### src/sv/rwlm_pkg.sv
// Shared types and constants for the reader/writer lock manager.
`timescale 1ns / 1ps

package rwlm_pkg;

    // Counter and identity limits
    localparam int COUNT_MAX      = 255;
    localparam int THREAD_ID_MAX  = 255;
    localparam int WAITERS_MAX    = 255;
    localparam int READER_Q_LIMIT = (COUNT_MAX < WAITERS_MAX) ? COUNT_MAX : WAITERS_MAX;

    // Field widths
    localparam int OP_W      = 2;
    localparam int TID_W     = 8;
    localparam int OUTCOME_W = 3;
    localparam int WAITERS_W = 8;
    localparam int COUNT_W   = 9;

    // Packed bus widths
    localparam int S_DATA_W = 16;  // thread_id, may_wait, woken_retry = 10 bits
    localparam int S_USER_W = OP_W;
    localparam int M_DATA_W = 24;  // wake_writer, wake_readers, active_count = 18 bits
    localparam int M_USER_W = OUTCOME_W;

    // Request kinds
    typedef enum logic [OP_W-1:0] {
        OP_ACQ_EXCL   = 2'd0,
        OP_ACQ_SHARED = 2'd1,
        OP_RELEASE    = 2'd2,
        OP_UNUSED     = 2'd3
    } op_t;

    // Result codes
    typedef enum logic [OUTCOME_W-1:0] {
        OUT_GRANTED  = 3'd0,
        OUT_REFUSED  = 3'd1,
        OUT_QUEUED   = 3'd2,
        OUT_RELEASED = 3'd3,
        OUT_IGNORED  = 3'd4
    } outcome_t;

    typedef logic signed [COUNT_W-1:0] count_t;

endpackage

### src/sv/reader_writer_lock_manager_core.sv
// Reader/writer lock manager core: request register, decision logic, result register.
`timescale 1ns / 1ps

// One request enters per cycle; once accepted it passes the request register
// and then the result register, which holds its result; the lock state is
// updated in the same cycle the result is registered, so the next request
// in the request register always sees the effect of the one before it. The
// sustained rate is one request per clock, limited only by back-pressure on
// the result side. The request kind travels on s_tuser, the result code on
// m_tuser. A release wakes one waiting writer first, otherwise all waiting
// readers, who are counted as holders at once; their retries, flagged with
// woken_retry, are granted without counting again. The releaser's identity
// is not checked.
module reader_writer_lock_manager_core
(
    input  logic                          clk,
    input  logic                          rst_n,
    // request channel
    input  logic                          s_tvalid,
    output logic                          s_tready,
    input  logic [rwlm_pkg::S_DATA_W-1:0] s_tdata,  // thread_id[7:0], may_wait[8], woken_retry[9]
    input  logic [rwlm_pkg::S_USER_W-1:0] s_tuser,  // op[1:0]
    // result channel
    output logic                          m_tvalid,
    input  logic                          m_tready,
    output logic [rwlm_pkg::M_DATA_W-1:0] m_tdata,  // wake_writer[0], wake_readers[8:1],
                                                    // active_count[17:9]
    output logic [rwlm_pkg::M_USER_W-1:0] m_tuser   // outcome[2:0]
);

    // Request register
    logic                             in_valid_reg;
    rwlm_pkg::op_t                    op_reg;
    logic [rwlm_pkg::TID_W-1:0]       tid_reg;
    logic                             may_wait_reg;
    logic                             woken_reg;

    // Result register
    logic                             out_valid_reg;
    rwlm_pkg::outcome_t               outcome_reg;
    logic                             wake_w_reg;
    logic [rwlm_pkg::WAITERS_W-1:0]   wake_r_reg;
    rwlm_pkg::count_t                 count_out_reg;

    // Lock state
    rwlm_pkg::count_t                 count_reg;
    logic [rwlm_pkg::TID_W-1:0]       owner_reg;
    logic [rwlm_pkg::WAITERS_W-1:0]   wwait_reg;
    logic [rwlm_pkg::WAITERS_W-1:0]   rwait_reg;

    // Next values
    rwlm_pkg::count_t                 count_next;
    logic [rwlm_pkg::TID_W-1:0]       owner_next;
    logic [rwlm_pkg::WAITERS_W-1:0]   wwait_next;
    logic [rwlm_pkg::WAITERS_W-1:0]   rwait_next;
    rwlm_pkg::outcome_t               outcome_next;
    logic                             wake_w_next;
    logic [rwlm_pkg::WAITERS_W-1:0]   wake_r_next;

    logic advance;
    logic tid_bad;
    logic is_owner;
    logic writer_at_max;
    logic reader_at_max;
    logic wwait_full;
    logic rwait_room;
    rwlm_pkg::count_t count_dec;
    rwlm_pkg::count_t count_inc;

    // Handshake: the request register moves on whenever the result slot is free
    assign advance  = in_valid_reg && (!out_valid_reg || m_tready);
    assign s_tready = !in_valid_reg || advance;

    assign m_tvalid = out_valid_reg;
    assign m_tuser  = outcome_reg;
    assign m_tdata  = {6'd0, count_out_reg, wake_r_reg, wake_w_reg};

    // Compares shared by the decision logic
    assign tid_bad       = 32'(tid_reg) > 32'(rwlm_pkg::THREAD_ID_MAX);
    assign is_owner      = owner_reg == tid_reg;
    assign writer_at_max = 32'(signed'(count_reg)) <= -rwlm_pkg::COUNT_MAX;
    assign reader_at_max = 32'(signed'(count_reg)) >= rwlm_pkg::COUNT_MAX;
    assign wwait_full    = 32'(wwait_reg) >= rwlm_pkg::WAITERS_MAX;
    assign rwait_room    = 32'(rwait_reg) < rwlm_pkg::READER_Q_LIMIT;
    assign count_dec     = count_reg - rwlm_pkg::count_t'(1);
    assign count_inc     = count_reg + rwlm_pkg::count_t'(1);

    // Decision logic for one request
    always_comb
    begin
        count_next   = count_reg;
        owner_next   = owner_reg;
        wwait_next   = wwait_reg;
        rwait_next   = rwait_reg;
        outcome_next = rwlm_pkg::OUT_REFUSED;
        wake_w_next  = 1'b0;
        wake_r_next  = '0;
        unique case (op_reg)
            rwlm_pkg::OP_ACQ_EXCL:
            begin
                if (tid_bad)
                begin
                    outcome_next = rwlm_pkg::OUT_REFUSED;
                end
                else if (count_reg == '0)
                begin
                    count_next   = -rwlm_pkg::count_t'(1);
                    owner_next   = tid_reg;
                    outcome_next = rwlm_pkg::OUT_GRANTED;
                end
                else if (count_reg < 0 && is_owner)
                begin
                    if (!writer_at_max)
                    begin
                        count_next   = count_dec;
                        outcome_next = rwlm_pkg::OUT_GRANTED;
                    end
                end
                else if (may_wait_reg && !wwait_full)
                begin
                    wwait_next   = wwait_reg + 1'b1;
                    outcome_next = rwlm_pkg::OUT_QUEUED;
                end
            end
            rwlm_pkg::OP_ACQ_SHARED:
            begin
                if (tid_bad)
                begin
                    outcome_next = rwlm_pkg::OUT_REFUSED;
                end
                else if (count_reg < 0)
                begin
                    // writer holds: owner re-enters, others queue or are refused
                    if (is_owner)
                    begin
                        if (!writer_at_max)
                        begin
                            count_next   = count_dec;
                            outcome_next = rwlm_pkg::OUT_GRANTED;
                        end
                    end
                    else if (may_wait_reg && rwait_room)
                    begin
                        rwait_next   = rwait_reg + 1'b1;
                        outcome_next = rwlm_pkg::OUT_QUEUED;
                    end
                end
                else if (woken_reg)
                begin
                    outcome_next = rwlm_pkg::OUT_GRANTED;
                end
                else if (!reader_at_max)
                begin
                    count_next   = count_inc;
                    outcome_next = rwlm_pkg::OUT_GRANTED;
                end
            end
            rwlm_pkg::OP_RELEASE:
            begin
                if (count_reg > 0)
                begin
                    count_next   = count_dec;
                    outcome_next = rwlm_pkg::OUT_RELEASED;
                    if (count_dec == '0 && wwait_reg != '0)
                    begin
                        wwait_next  = wwait_reg - 1'b1;
                        wake_w_next = 1'b1;
                    end
                end
                else if (count_reg < 0)
                begin
                    count_next   = count_inc;
                    outcome_next = rwlm_pkg::OUT_RELEASED;
                    if (count_inc == '0)
                    begin
                        // lock freed: one writer first, else every waiting reader
                        owner_next = '0;
                        if (wwait_reg != '0)
                        begin
                            wwait_next  = wwait_reg - 1'b1;
                            wake_w_next = 1'b1;
                        end
                        else if (rwait_reg != '0)
                        begin
                            wake_r_next = rwait_reg;
                            count_next  = rwlm_pkg::count_t'({1'b0, rwait_reg});
                            rwait_next  = '0;
                        end
                    end
                end
                else
                begin
                    outcome_next = rwlm_pkg::OUT_IGNORED;
                end
            end
            default:
            begin
                outcome_next = rwlm_pkg::OUT_REFUSED;
            end
        endcase
    end

    // Control and lock state
    always_ff @(posedge clk or negedge rst_n)
    begin
        if (!rst_n)
        begin
            in_valid_reg  <= 1'b0;
            out_valid_reg <= 1'b0;
            count_reg     <= '0;
            owner_reg     <= '0;
            wwait_reg     <= '0;
            rwait_reg     <= '0;
        end
        else
        begin
            if (s_tready)
            begin
                in_valid_reg <= s_tvalid;
            end
            if (advance)
            begin
                out_valid_reg <= 1'b1;
                count_reg     <= count_next;
                owner_reg     <= owner_next;
                wwait_reg     <= wwait_next;
                rwait_reg     <= rwait_next;
            end
            else if (m_tready)
            begin
                out_valid_reg <= 1'b0;
            end
        end
    end

    // Request and result payload
    always_ff @(posedge clk)
    begin
        if (s_tready && s_tvalid)
        begin
            op_reg       <= rwlm_pkg::op_t'(s_tuser[rwlm_pkg::OP_W-1:0]);
            tid_reg      <= s_tdata[7:0];
            may_wait_reg <= s_tdata[8];
            woken_reg    <= s_tdata[9];
        end
        if (advance)
        begin
            outcome_reg   <= outcome_next;
            wake_w_reg    <= wake_w_next;
            wake_r_reg    <= wake_r_next;
            count_out_reg <= count_next;
        end
    end

endmodule

### config.mk
export PLATFORM = sky130hd
export DESIGN_NAME = reader_writer_lock_manager_core
export DESIGN_NICKNAME = d
export VERILOG_FILES = /design/src/sv/rwlm_pkg.sv /design/src/sv/reader_writer_lock_manager_core.sv
export SDC_FILE = /design/constraint.sdc
export NUM_CORES = 1
export LEC_CHECK = 0
export BUFFER_PORTS_ARGS = -buffer_cell sky130_fd_sc_hd__buf_2
export CORE_ASPECT_RATIO = 2
export CORE_UTILIZATION = 30
export DETAILED_ROUTE_END_ITERATION = 6
export SYNTH_ARGS = -nofsm -noshare
export SYNTH_HDL_FRONTEND = slang
export SYNTH_SLANG_ARGS = --single-unit
export TNS_END_PERCENT = 5
### constraint.sdc
create_clock -name clk -period 4.5 [get_ports clk]
set_input_delay 0.9 -clock clk [delete_from_list [all_inputs] [get_ports clk]]
set_output_delay 0.9 -clock clk [all_outputs]
set_load 0.01 [all_outputs]
==> results.sh, run 1 <==
export IMPL_status="complete, no violations"
export IMPL_yosys_area_share_simple_pct=21.4
export IMPL_power_density_nw_per_um2=531
export IMPL_grt_pass1_wl_um=25400
export IMPL_synth_seq_cells=68
export IMPL_drtPass1Iterations=5
export IMPL_pin_count=51
export IMPL_area_growth_pct=13.9
export IMPL_hold_path_class="reg2reg"
export IMPL_met3_usage_pct=4.02
export IMPL_routabilityCongestion=0.966
export IMPL_cp_start_kind="flop"
export IMPL_place_ws_ns=1.06
export IMPL_final_setup_skew_ns=0.0144
export IMPL_netlist_instances=544
export IMPL_crit_path_end_kind="flop"
export IMPL_irDropWorstVdd_v=0.000301
export IMPL_num_nets_final=617
export IMPL_grt_use_total_pct=19.9
export IMPL_yosys_warnings=0
export IMPL_drc=0
export IMPL_rsz0062_at_grt="false"
export IMPL_power_leakage_nw=2.26
export IMPL_wl_per_cell_um=20.8
export IMPL_start_util_pct=30.8
export IMPL_p_int_mw=1.73
export IMPL_synthAdderAreaFrac_pct=4.37
export IMPL_synth_compound_area_share_pct=20.7
export IMPL_n_antenna_cell=0
export IMPL_setup_viol=0
export IMPL_period_share_pct=79.9
export IMPL_final_cells=787
export IMPL_synth_edff_count=33
export IMPL_wl_um=16400
export IMPL_antenna_found_initial=0
export IMPL_pwr_share_comb_pct=47.6
export IMPL_cts_max_level=3
export IMPL_place_inst=771
export IMPL_die_w_um=93.7
export IMPL_drive_above_1_share_pct=19.0
export IMPL_postCtsSetupRepairBufs=0
export IMPL_muxShareOfSynthArea_pct=5.83
export IMPL_worstSetupPathType="reg2reg"
export IMPL_fill_cells=1683
export IMPL_cts_tree="built"
export IMPL_worstPathArrival_ns=3.81
export IMPL_post_cts_resized=0
export IMPL_cts_hold_buf=0
export IMPL_max_cap_violations=0
export IMPL_async_reset_ff_share_pct=51.5
export IMPL_clkPwrFrac_pct=22.9
export IMPL_path_max_fanout=15
export IMPL_die_y_um=185
export IMPL_yosysMostFrequentCell="nor2_1"
export IMPL_clock_path_buffers=2
export IMPL_row_count=66
export IMPL_synthFlopType="dfrtp_1"
export IMPL_clk_latency_ns=0.35
export IMPL_grt_pass1_vias=4713
export IMPL_rrSetupSlack_ns=0.90
export IMPL_synth_top_family_by_area="simple AND/OR/NAND/NOR gates"
export IMPL_synth_area_top_cells="edfxtp_1, dfrtp_1, ha_1"
export IMPL_drtIter0Drc=454
export IMPL_vias=4607
export IMPL_synth_seq_area_share_pct=37.0
export IMPL_grt_max_degree=47
export IMPL_p_sw_mw=1.32
export IMPL_setup_ws_ns=0.904
export IMPL_use_met2_pct=35.9
export IMPL_syn_area_per_cell_um2=9.27
export IMPL_ys_top_cells_by_count="nor2_1, nand2_1, dfrtp_1"
export IMPL_synth_area_leader_cell="edfxtp_1"
export IMPL_core_area_um2=16400
export IMPL_cts_root_buf="clkbuf_16"
export IMPL_routed_via_density=5.85
export IMPL_gr_max_usage_layer="met2"
export IMPL_cts_buffers=9
export IMPL_slew_headroom_pct=32.1
export IMPL_period_needed_ns=3.60
export IMPL_use_met1_pct=19.3
export IMPL_place_hpwl_um=12100
export IMPL_synth_xor_area_share_pct=4.86
export IMPL_clock_fmax_mhz=278
export IMPL_synth_top_area_share_pct=19.7
export IMPL_drtAntennaViolNets=0
export IMPL_fin_util_pct=35.1
export IMPL_finalMaxSlewViolations=0
export IMPL_overflow=0
export IMPL_synth_cell_type_count=78
export IMPL_seqPwrFrac_pct=29.4
export IMPL_fin_setup_tns_ns=0
export IMPL_clk_pin_slew_worst_paths_ns=0.06
export IMPL_switching_share_pct=43.3
export IMPL_synth_area_um2=5040
export IMPL_worst_pin_slew_ns=1.02
export IMPL_clock_sinks=68
export IMPL_die_area_um2=17400
export IMPL_hold_violations=0
export IMPL_cp_data_required_time_ns=4.71
export IMPL_port_buffers=38
path summary, 6_finish.rpt:
check                              from                to  depth (start not counted)
min in group asynchronous         rst_n      count_reg[7]                          1
hold reg to reg            wwait_reg[7]      wwait_reg[7]                          1
hold / removal             wwait_reg[7]      wwait_reg[7]                          1
setup reg to reg           count_reg[0]  count_out_reg[6]                         10
max in group asynchronous         rst_n      owner_reg[0]                          1
setup / recovery           count_reg[0]  count_out_reg[6]                         10
critical path, cell delays in order (launching register included):
cell      delay, ns
dfrtp_1        0.38
buf_4          0.20
inv_1          0.19
ha_1           0.29
or3b_2         0.54
nor3_1         0.50
nand4_1        0.16
a221o_1        0.34
a211oi_1       0.37
nand4b_1       0.28
mux2_2         0.21
stage by stage:
| stage | area (um2) | power [mW] | hold WS [ns] |
|---|---|---|---|
| floorplan | 5060 | 1.91 | 0.457 |
| global placement | 5450 | 2.28 | 0.475 |
| detailed placement | 5450 | 2.32 | 0.489 |
| CTS | 5740 | 3.04 | 0.499 |
| global route | 5740 | 3.23 | 0.542 |
| finish | 5740 | 3.05 | 0.504 |
power by group through the flow:
stage	combinational [mW]	sequential, mW	clock [mW]
floorplan	1.03	0.877	0
global placement	1.38	0.903	0
detailed placement	1.41	0.909	0
CTS	1.42	0.898	0.715
global route	1.57	0.914	0.740
finish	1.45	0.899	0.700
layout make-up:
type | instances | area, um2 | area share (%)
repair buffers | 61 | 363 | 6.32
inverters | 16 | 60.1 | 1.05
well taps | 204 | 255 | 4.45
multi-input cells | 422 | 2900 | 50.6
clock buffers | 10 | 250 | 4.36
flip-flops and latches | 68 | 1870 | 32.5
clock inverters | 6 | 42.5 | 0.741
per-layer routing:
layer	vias up	routed length (um)
met3	96	899
li1	2084	-
met1	2207	5350
met5	-	0
met2	220	8810
met4	0	1310
cells in the final DEF (no fill, tap or decap), drive strengths merged, types with 3 or more instances in the layout:
cell / synthesis / final
a21oi: 21 / 21
o21ai: 36 / 36
a22oi: 3 / 3
buf: 23 / 61
nor3: 15 / 15
a211oi: 10 / 10
xnor2: 21 / 21
inv: 16 / 19
and2: 9 / 9
edfxtp: 33 / 33
a21o: 5 / 5
o22ai: 3 / 3
nand2b: 9 / 9
nand2: 36 / 36
dfrtp: 35 / 35
o2111ai: 3 / 3
nor2b: 10 / 10
nand4: 12 / 12
a2111oi: 3 / 3
mux2i: 8 / 8
nand3: 11 / 11
or2: 4 / 4
a211o: 5 / 5
and4: 5 / 5
nor2: 48 / 48
conb: 1 / 6
nor4: 9 / 9
or3: 11 / 11
o211ai: 10 / 10
clkbuf: 20 / 10
and3: 9 / 9
mux2: 16 / 16
a31oi: 23 / 23
ha: 16 / 16
xor2: 7 / 7
o31ai: 4 / 4
kinds of logic (layout without fill, tap and decap cells):
| kind of cell | Yosys count | count (layout) |
|---|---|---|
| fa+ha+maj | 17 | 17 |
| xor+xnor | 28 | 28 |
| simple gates | 196 | 196 |
| flops | 68 | 68 |
| compound gates | 151 | 151 |
| mux | 24 | 24 |
| buf+inv | 59 | 93 |
| other cells | 1 | 6 |
Power figures use the tool's default switching activity.
==> run 2: changes to the inputs <==
==> constraint.sdc (replaced) <==
create_clock -name clk -period 3.6 [get_ports clk]
set_input_delay 0.72 -clock clk [delete_from_list [all_inputs] [get_ports clk]]
set_output_delay 0.72 -clock clk [all_outputs]
set_load 0.01 [all_outputs]
==> results.sh, run 2 (same netlist as run 1, synthesis figures left out) <==
export IMPL_status="complete, no violations"
export IMPL_final_setup_skew_ns=0.00666
export IMPL_drive_above_1_share_pct=19.8
export IMPL_fin_setup_tns_ns=0
export IMPL_clock_path_buffers=2
export IMPL_clk_pin_slew_worst_paths_ns=0.06
export IMPL_layout_common_cells="nor2_1, buf_2, nand2_1"
export IMPL_post_cts_resized=0
export IMPL_n_antenna_cell=0
export IMPL_path_max_fanout=5
export IMPL_dpl_cell_area_um2=5500
export IMPL_setup_viol=0
export IMPL_overflow=0
export IMPL_start_util_pct=30.8
export IMPL_cts_max_level=3
export IMPL_postCtsSetupRepairBufs=0
export IMPL_max_cap_violations=0
export IMPL_hold_path_class="in2async"
export IMPL_grt_pass1_wl_um=25600
export IMPL_cp_data_required_time_ns=3.70
export IMPL_cts_hold_buf=0
export IMPL_hold_violations=0
export IMPL_routabilityCongestion=0.998
export IMPL_worstSetupPathType="reg2reg"
export IMPL_routed_via_density=5.70
export IMPL_core_area_um2=16400
export IMPL_vias=4529
export IMPL_die_y_um=185
export IMPL_row_count=66
export IMPL_area_growth_pct=14.4
export IMPL_drtAntennaViolNets=0
export IMPL_whs_ns=0.486
export IMPL_power_leakage_nw=2.28
export IMPL_rsz0062_at_grt="false"
export IMPL_slew_headroom_pct=40.1
export IMPL_wl_per_cell_um=20.8
export IMPL_cts_root_buf="clkbuf_16"
export IMPL_final_common_cell="nor2_1"
export IMPL_grt_pass1_vias=4442
export IMPL_cts_buffers=9
export IMPL_period_share_pct=94.1
export IMPL_drtIter0Drc=391
export IMPL_power_density_nw_per_um2=648
export IMPL_finalMaxSlewViolations=0
export IMPL_cp_start_kind="flop"
export IMPL_drc=0
export IMPL_clock_sinks=68
export IMPL_num_nets_final=624
export IMPL_place_hpwl_um=12600
export IMPL_r2r_cells=13
export IMPL_grt_max_degree=36
export IMPL_drtPass1Iterations=5
export IMPL_worstPathArrival_ns=3.49
export IMPL_die_area_um2=17400
export IMPL_cts_tree="built"
export IMPL_period_needed_ns=3.39
export IMPL_port_buffers=38
export IMPL_worst_pin_slew_ns=0.898
export IMPL_antenna_found_initial=0
export IMPL_die_w_um=93.7
export IMPL_grt_use_total_pct=20.3
export IMPL_crit_path_end_kind="flop"
export IMPL_irDropWorstVdd_v=0.000455
export IMPL_pin_count=51
export IMPL_clk_latency_ns=0.35
export IMPL_clock_fmax_mhz=295
export IMPL_final_area_um2=5770
export IMPL_wl_um=16600
## run 2: cell types whose count changed in the layout (fill, tap and decap cells not counted), sizes merged
cell,previous run,this run
clkbuf,10,9
clkinvlp,1,2
clkinv,2,4
buf,61,68
inv,19,17
## run 2: layout make-up
type / count / area (um2)
clock buffer: 9 / 225
sequential: 68 / 1870
fill: 1697 / 10600
tap: 204 / 255
multi-input combinational: 422 / 2900
inverter: 16 / 60.1
clock inverter: 7 / 42.5
timing repair buffer: 68 / 415
## run 2: metrics by stage
step | power, mW | cells | util, % | setup slack (ns)
floorplan | 2.39 | 549 | - | 0.390
finish | 3.74 | 794 | 35.3 | 0.212
detailed placement | 2.90 | 778 | 33.6 | 0.233
global placement | 2.87 | 778 | 33.6 | 0.256
global route | 3.98 | 794 | 35.3 | 0.0577
CTS | 3.73 | 794 | 35.3 | 0.208
## run 2: power by group
part / switching [mW] / total, mW / leakage, nW / internal [mW]
Sequential: 0.151 / 1.13 / 0.759 / 0.976
Clock: 0.350 / 0.811 / 0.129 / 0.462
Combinational: 1.10 / 1.80 / 1.39 / 0.694
## run 2: critical path, stage by stage, from the launching register on
cell and delay [ns]:
dfrtp_1 0.38, ha_1 0.22, and4_1 0.24, nand4_4 0.12, inv_1 0.05, ha_1 0.34, inv_1 0.08, a311oi_1 0.35
a31oi_1 0.13, a2111oi_0 0.43, buf_4 0.20, a211oi_1 0.06, nand4b_1 0.25, mux2_2 0.28
## run 2: routing by layer
layer  up-vias  part of all wire (%)  wire length, um  GRT usage (%)
met1      2146                    33             5520           19.7
met3        85                   4.8              795           3.20
li1       2102                     -                -              -
met2       196                    53             8710           36.0
met5         -                     0                0              0
met4         0                   9.2             1520           18.3
## run 2: final timing paths
kind	start	endpoint	slack, ns
setup reg to reg	count_reg[0]	count_out_reg[6]	0.21
hold reg to reg	in_valid_reg	m_tvalid	0.49
min in group clk	in_valid_reg	m_tvalid	0.49
setup / recovery	count_reg[0]	count_out_reg[6]	0.21
max in group asynchronous	rst_n	count_reg[1]	2.53
hold / removal	rst_n	rwait_reg[3]	0.49
==> run 3: changes to the inputs <==
--- a/config.mk
+++ b/config.mk
@@ -9,6 +9,7 @@
 export CORE_ASPECT_RATIO = 2
 export CORE_UTILIZATION = 30
 export DETAILED_ROUTE_END_ITERATION = 6
+export RECOVER_POWER = 50
 export SYNTH_ARGS = -nofsm -noshare
 export SYNTH_HDL_FRONTEND = slang
 export SYNTH_SLANG_ARGS = --single-unit
==> results.sh, run 3 (same netlist as run 1, synthesis figures left out) <==
export IMPL_place_hpwl_um=12600
export IMPL_routabilityCongestion=0.998
export IMPL_worstSetupPathType="reg2reg"
export IMPL_die_w_um=93.7
export IMPL_drc=0
export IMPL_status="finished, violations left"
export IMPL_worst_pin_slew_ns=2.15
export IMPL_routed_via_density=5.74
export IMPL_clock_path_buffers=2
export IMPL_fill_cells=1702
export IMPL_final_setup_skew_ns=0.00693
export IMPL_final_cells=794
export IMPL_cp_start_kind="flop"
export IMPL_wl_per_cell_um=20.8
export IMPL_grt_pass1_vias=4442
export IMPL_rsz0062_at_grt="false"
export IMPL_drtPass1Iterations=5
export IMPL_max_cap_violations=1
export IMPL_pin_count=51
export IMPL_violations="max-capacitance violations, max-slew violations"
export IMPL_cts_hold_buf=0
export IMPL_power_density_nw_per_um2=649
export IMPL_power_leakage_nw=2.23
export IMPL_drive_above_1_share_pct=16.9
export IMPL_irDropWorstVdd_v=0.000455
export IMPL_cp_data_required_time_ns=3.70
export IMPL_fin_setup_tns_ns=0
export IMPL_post_cts_resized=0
export IMPL_antenna_found_initial=0
export IMPL_grt_max_degree=36
export IMPL_n_antenna_cell=0
export IMPL_start_util_pct=30.8
export IMPL_cts_buffers=9
export IMPL_slew_headroom_pct=-43.2
export IMPL_postCtsSetupRepairBufs=0
export IMPL_layout_common_cells="nor2_1, nand2_1, dfrtp_1"
export IMPL_clock_fmax_mhz=294
export IMPL_core_area_um2=16400
export IMPL_period_share_pct=94.4
export IMPL_row_count=66
export IMPL_wl_um=16500
export IMPL_period_needed_ns=3.40
export IMPL_place_inst=778
export IMPL_path_max_fanout=5
export IMPL_cts_max_level=3
export IMPL_final_common_cell="nor2_1"
export IMPL_cts_tree="built"
export IMPL_area_growth_pct=14.0
export IMPL_clk_latency_ns=0.35
export IMPL_clk_pin_slew_worst_paths_ns=0.06
export IMPL_worstPathArrival_ns=3.50
export IMPL_vias=4555
export IMPL_hold_violations=0
export IMPL_clock_sinks=68
export IMPL_drtAntennaViolNets=0
export IMPL_cts_root_buf="clkbuf_16"
export IMPL_port_buffers=38
export IMPL_finalMaxSlewViolations=36
export IMPL_overflow=0
export IMPL_die_area_um2=17400
export IMPL_crit_path_end_kind="flop"
export IMPL_grt_pass1_wl_um=25600
export IMPL_grt_use_total_pct=20.3
export IMPL_hold_path_class="reg2reg"
export IMPL_setup_viol=0
export IMPL_num_nets_final=624
export IMPL_drtIter0Drc=362
export IMPL_die_y_um=185
[run 3: cell types whose count changed in the layout (fill, tap and decap cells not counted), sizes merged]
cell | previous run | this run
clkbuf | 9 | 26
buf | 68 | 51
[run 3: worst paths after layout]
check	cells after the start	endpoint	startpoint	slack, ns
max	13	count_out_reg[6]	count_reg[0]	0.20
min	1	m_tvalid	in_valid_reg	0.49
max reg2reg	13	count_out_reg[6]	count_reg[0]	0.20
min reg2reg	1	m_tvalid	in_valid_reg	0.49
max in group asynchronous	1	count_reg[1]	rst_n	1.36
min in group asynchronous	1	rwait_reg[3]	rst_n	0.99
[run 3: layout make-up]
type,count,area (um2),area share (%)
timing repair buffer,68,394,6.86
tap,204,255,4.44
clock buffer,9,225,3.92
inverter,16,60.1,1.04
sequential,68,1870,32.5
clock inverter,7,42.5,0.740
multi-input combinational,422,2900,50.5
[run 3: report_power, final]
| group | internal (mW) | leakage, nW | switching, mW |
|---|---|---|---|
| clock | 0.462 | 0.129 | 0.350 |
| combinational | 0.689 | 1.34 | 1.10 |
| sequential | 0.977 | 0.759 | 0.151 |
| total | 2.13 | 2.23 | 1.60 |
[run 3: per-layer routing]
layer / share of wire (%) / up-vias / global-route usage, %
met3: 4.5 / 90 / 3.20
li1: - / 2105 / -
met2: 52 / 210 / 36.0
met1: 34 / 2150 / 19.7
met4: 9.6 / 0 / 18.3
met5: 0 / - / 0
[run 3: per-stage QoR]
step	hold slack [ns]	util, %	power, mW	cell area [um2]	setup WS, ns
detailed placement	0.483	33.6	2.90	5500	0.233
floorplan	0.424	-	2.39	5060	0.390
global placement	0.472	33.6	2.87	5500	0.256
global route	0.528	35.2	3.98	5750	0.0577
finish	0.486	35.2	3.73	5750	0.200
CTS	0.492	35.3	3.73	5770	0.208
[run 3: critical path, cell delays in order (launching register included)]
cell and delay [ns]:
dfrtp_1 0.38, ha_1 0.22, and4_1 0.24, nand4_4 0.12, inv_1 0.05, ha_1 0.35
inv_1 0.08, a311oi_1 0.35, a31oi_1 0.13, a2111oi_0 0.43, buf_4 0.20, a211oi_1 0.07
nand4b_1 0.25, mux2_2 0.28
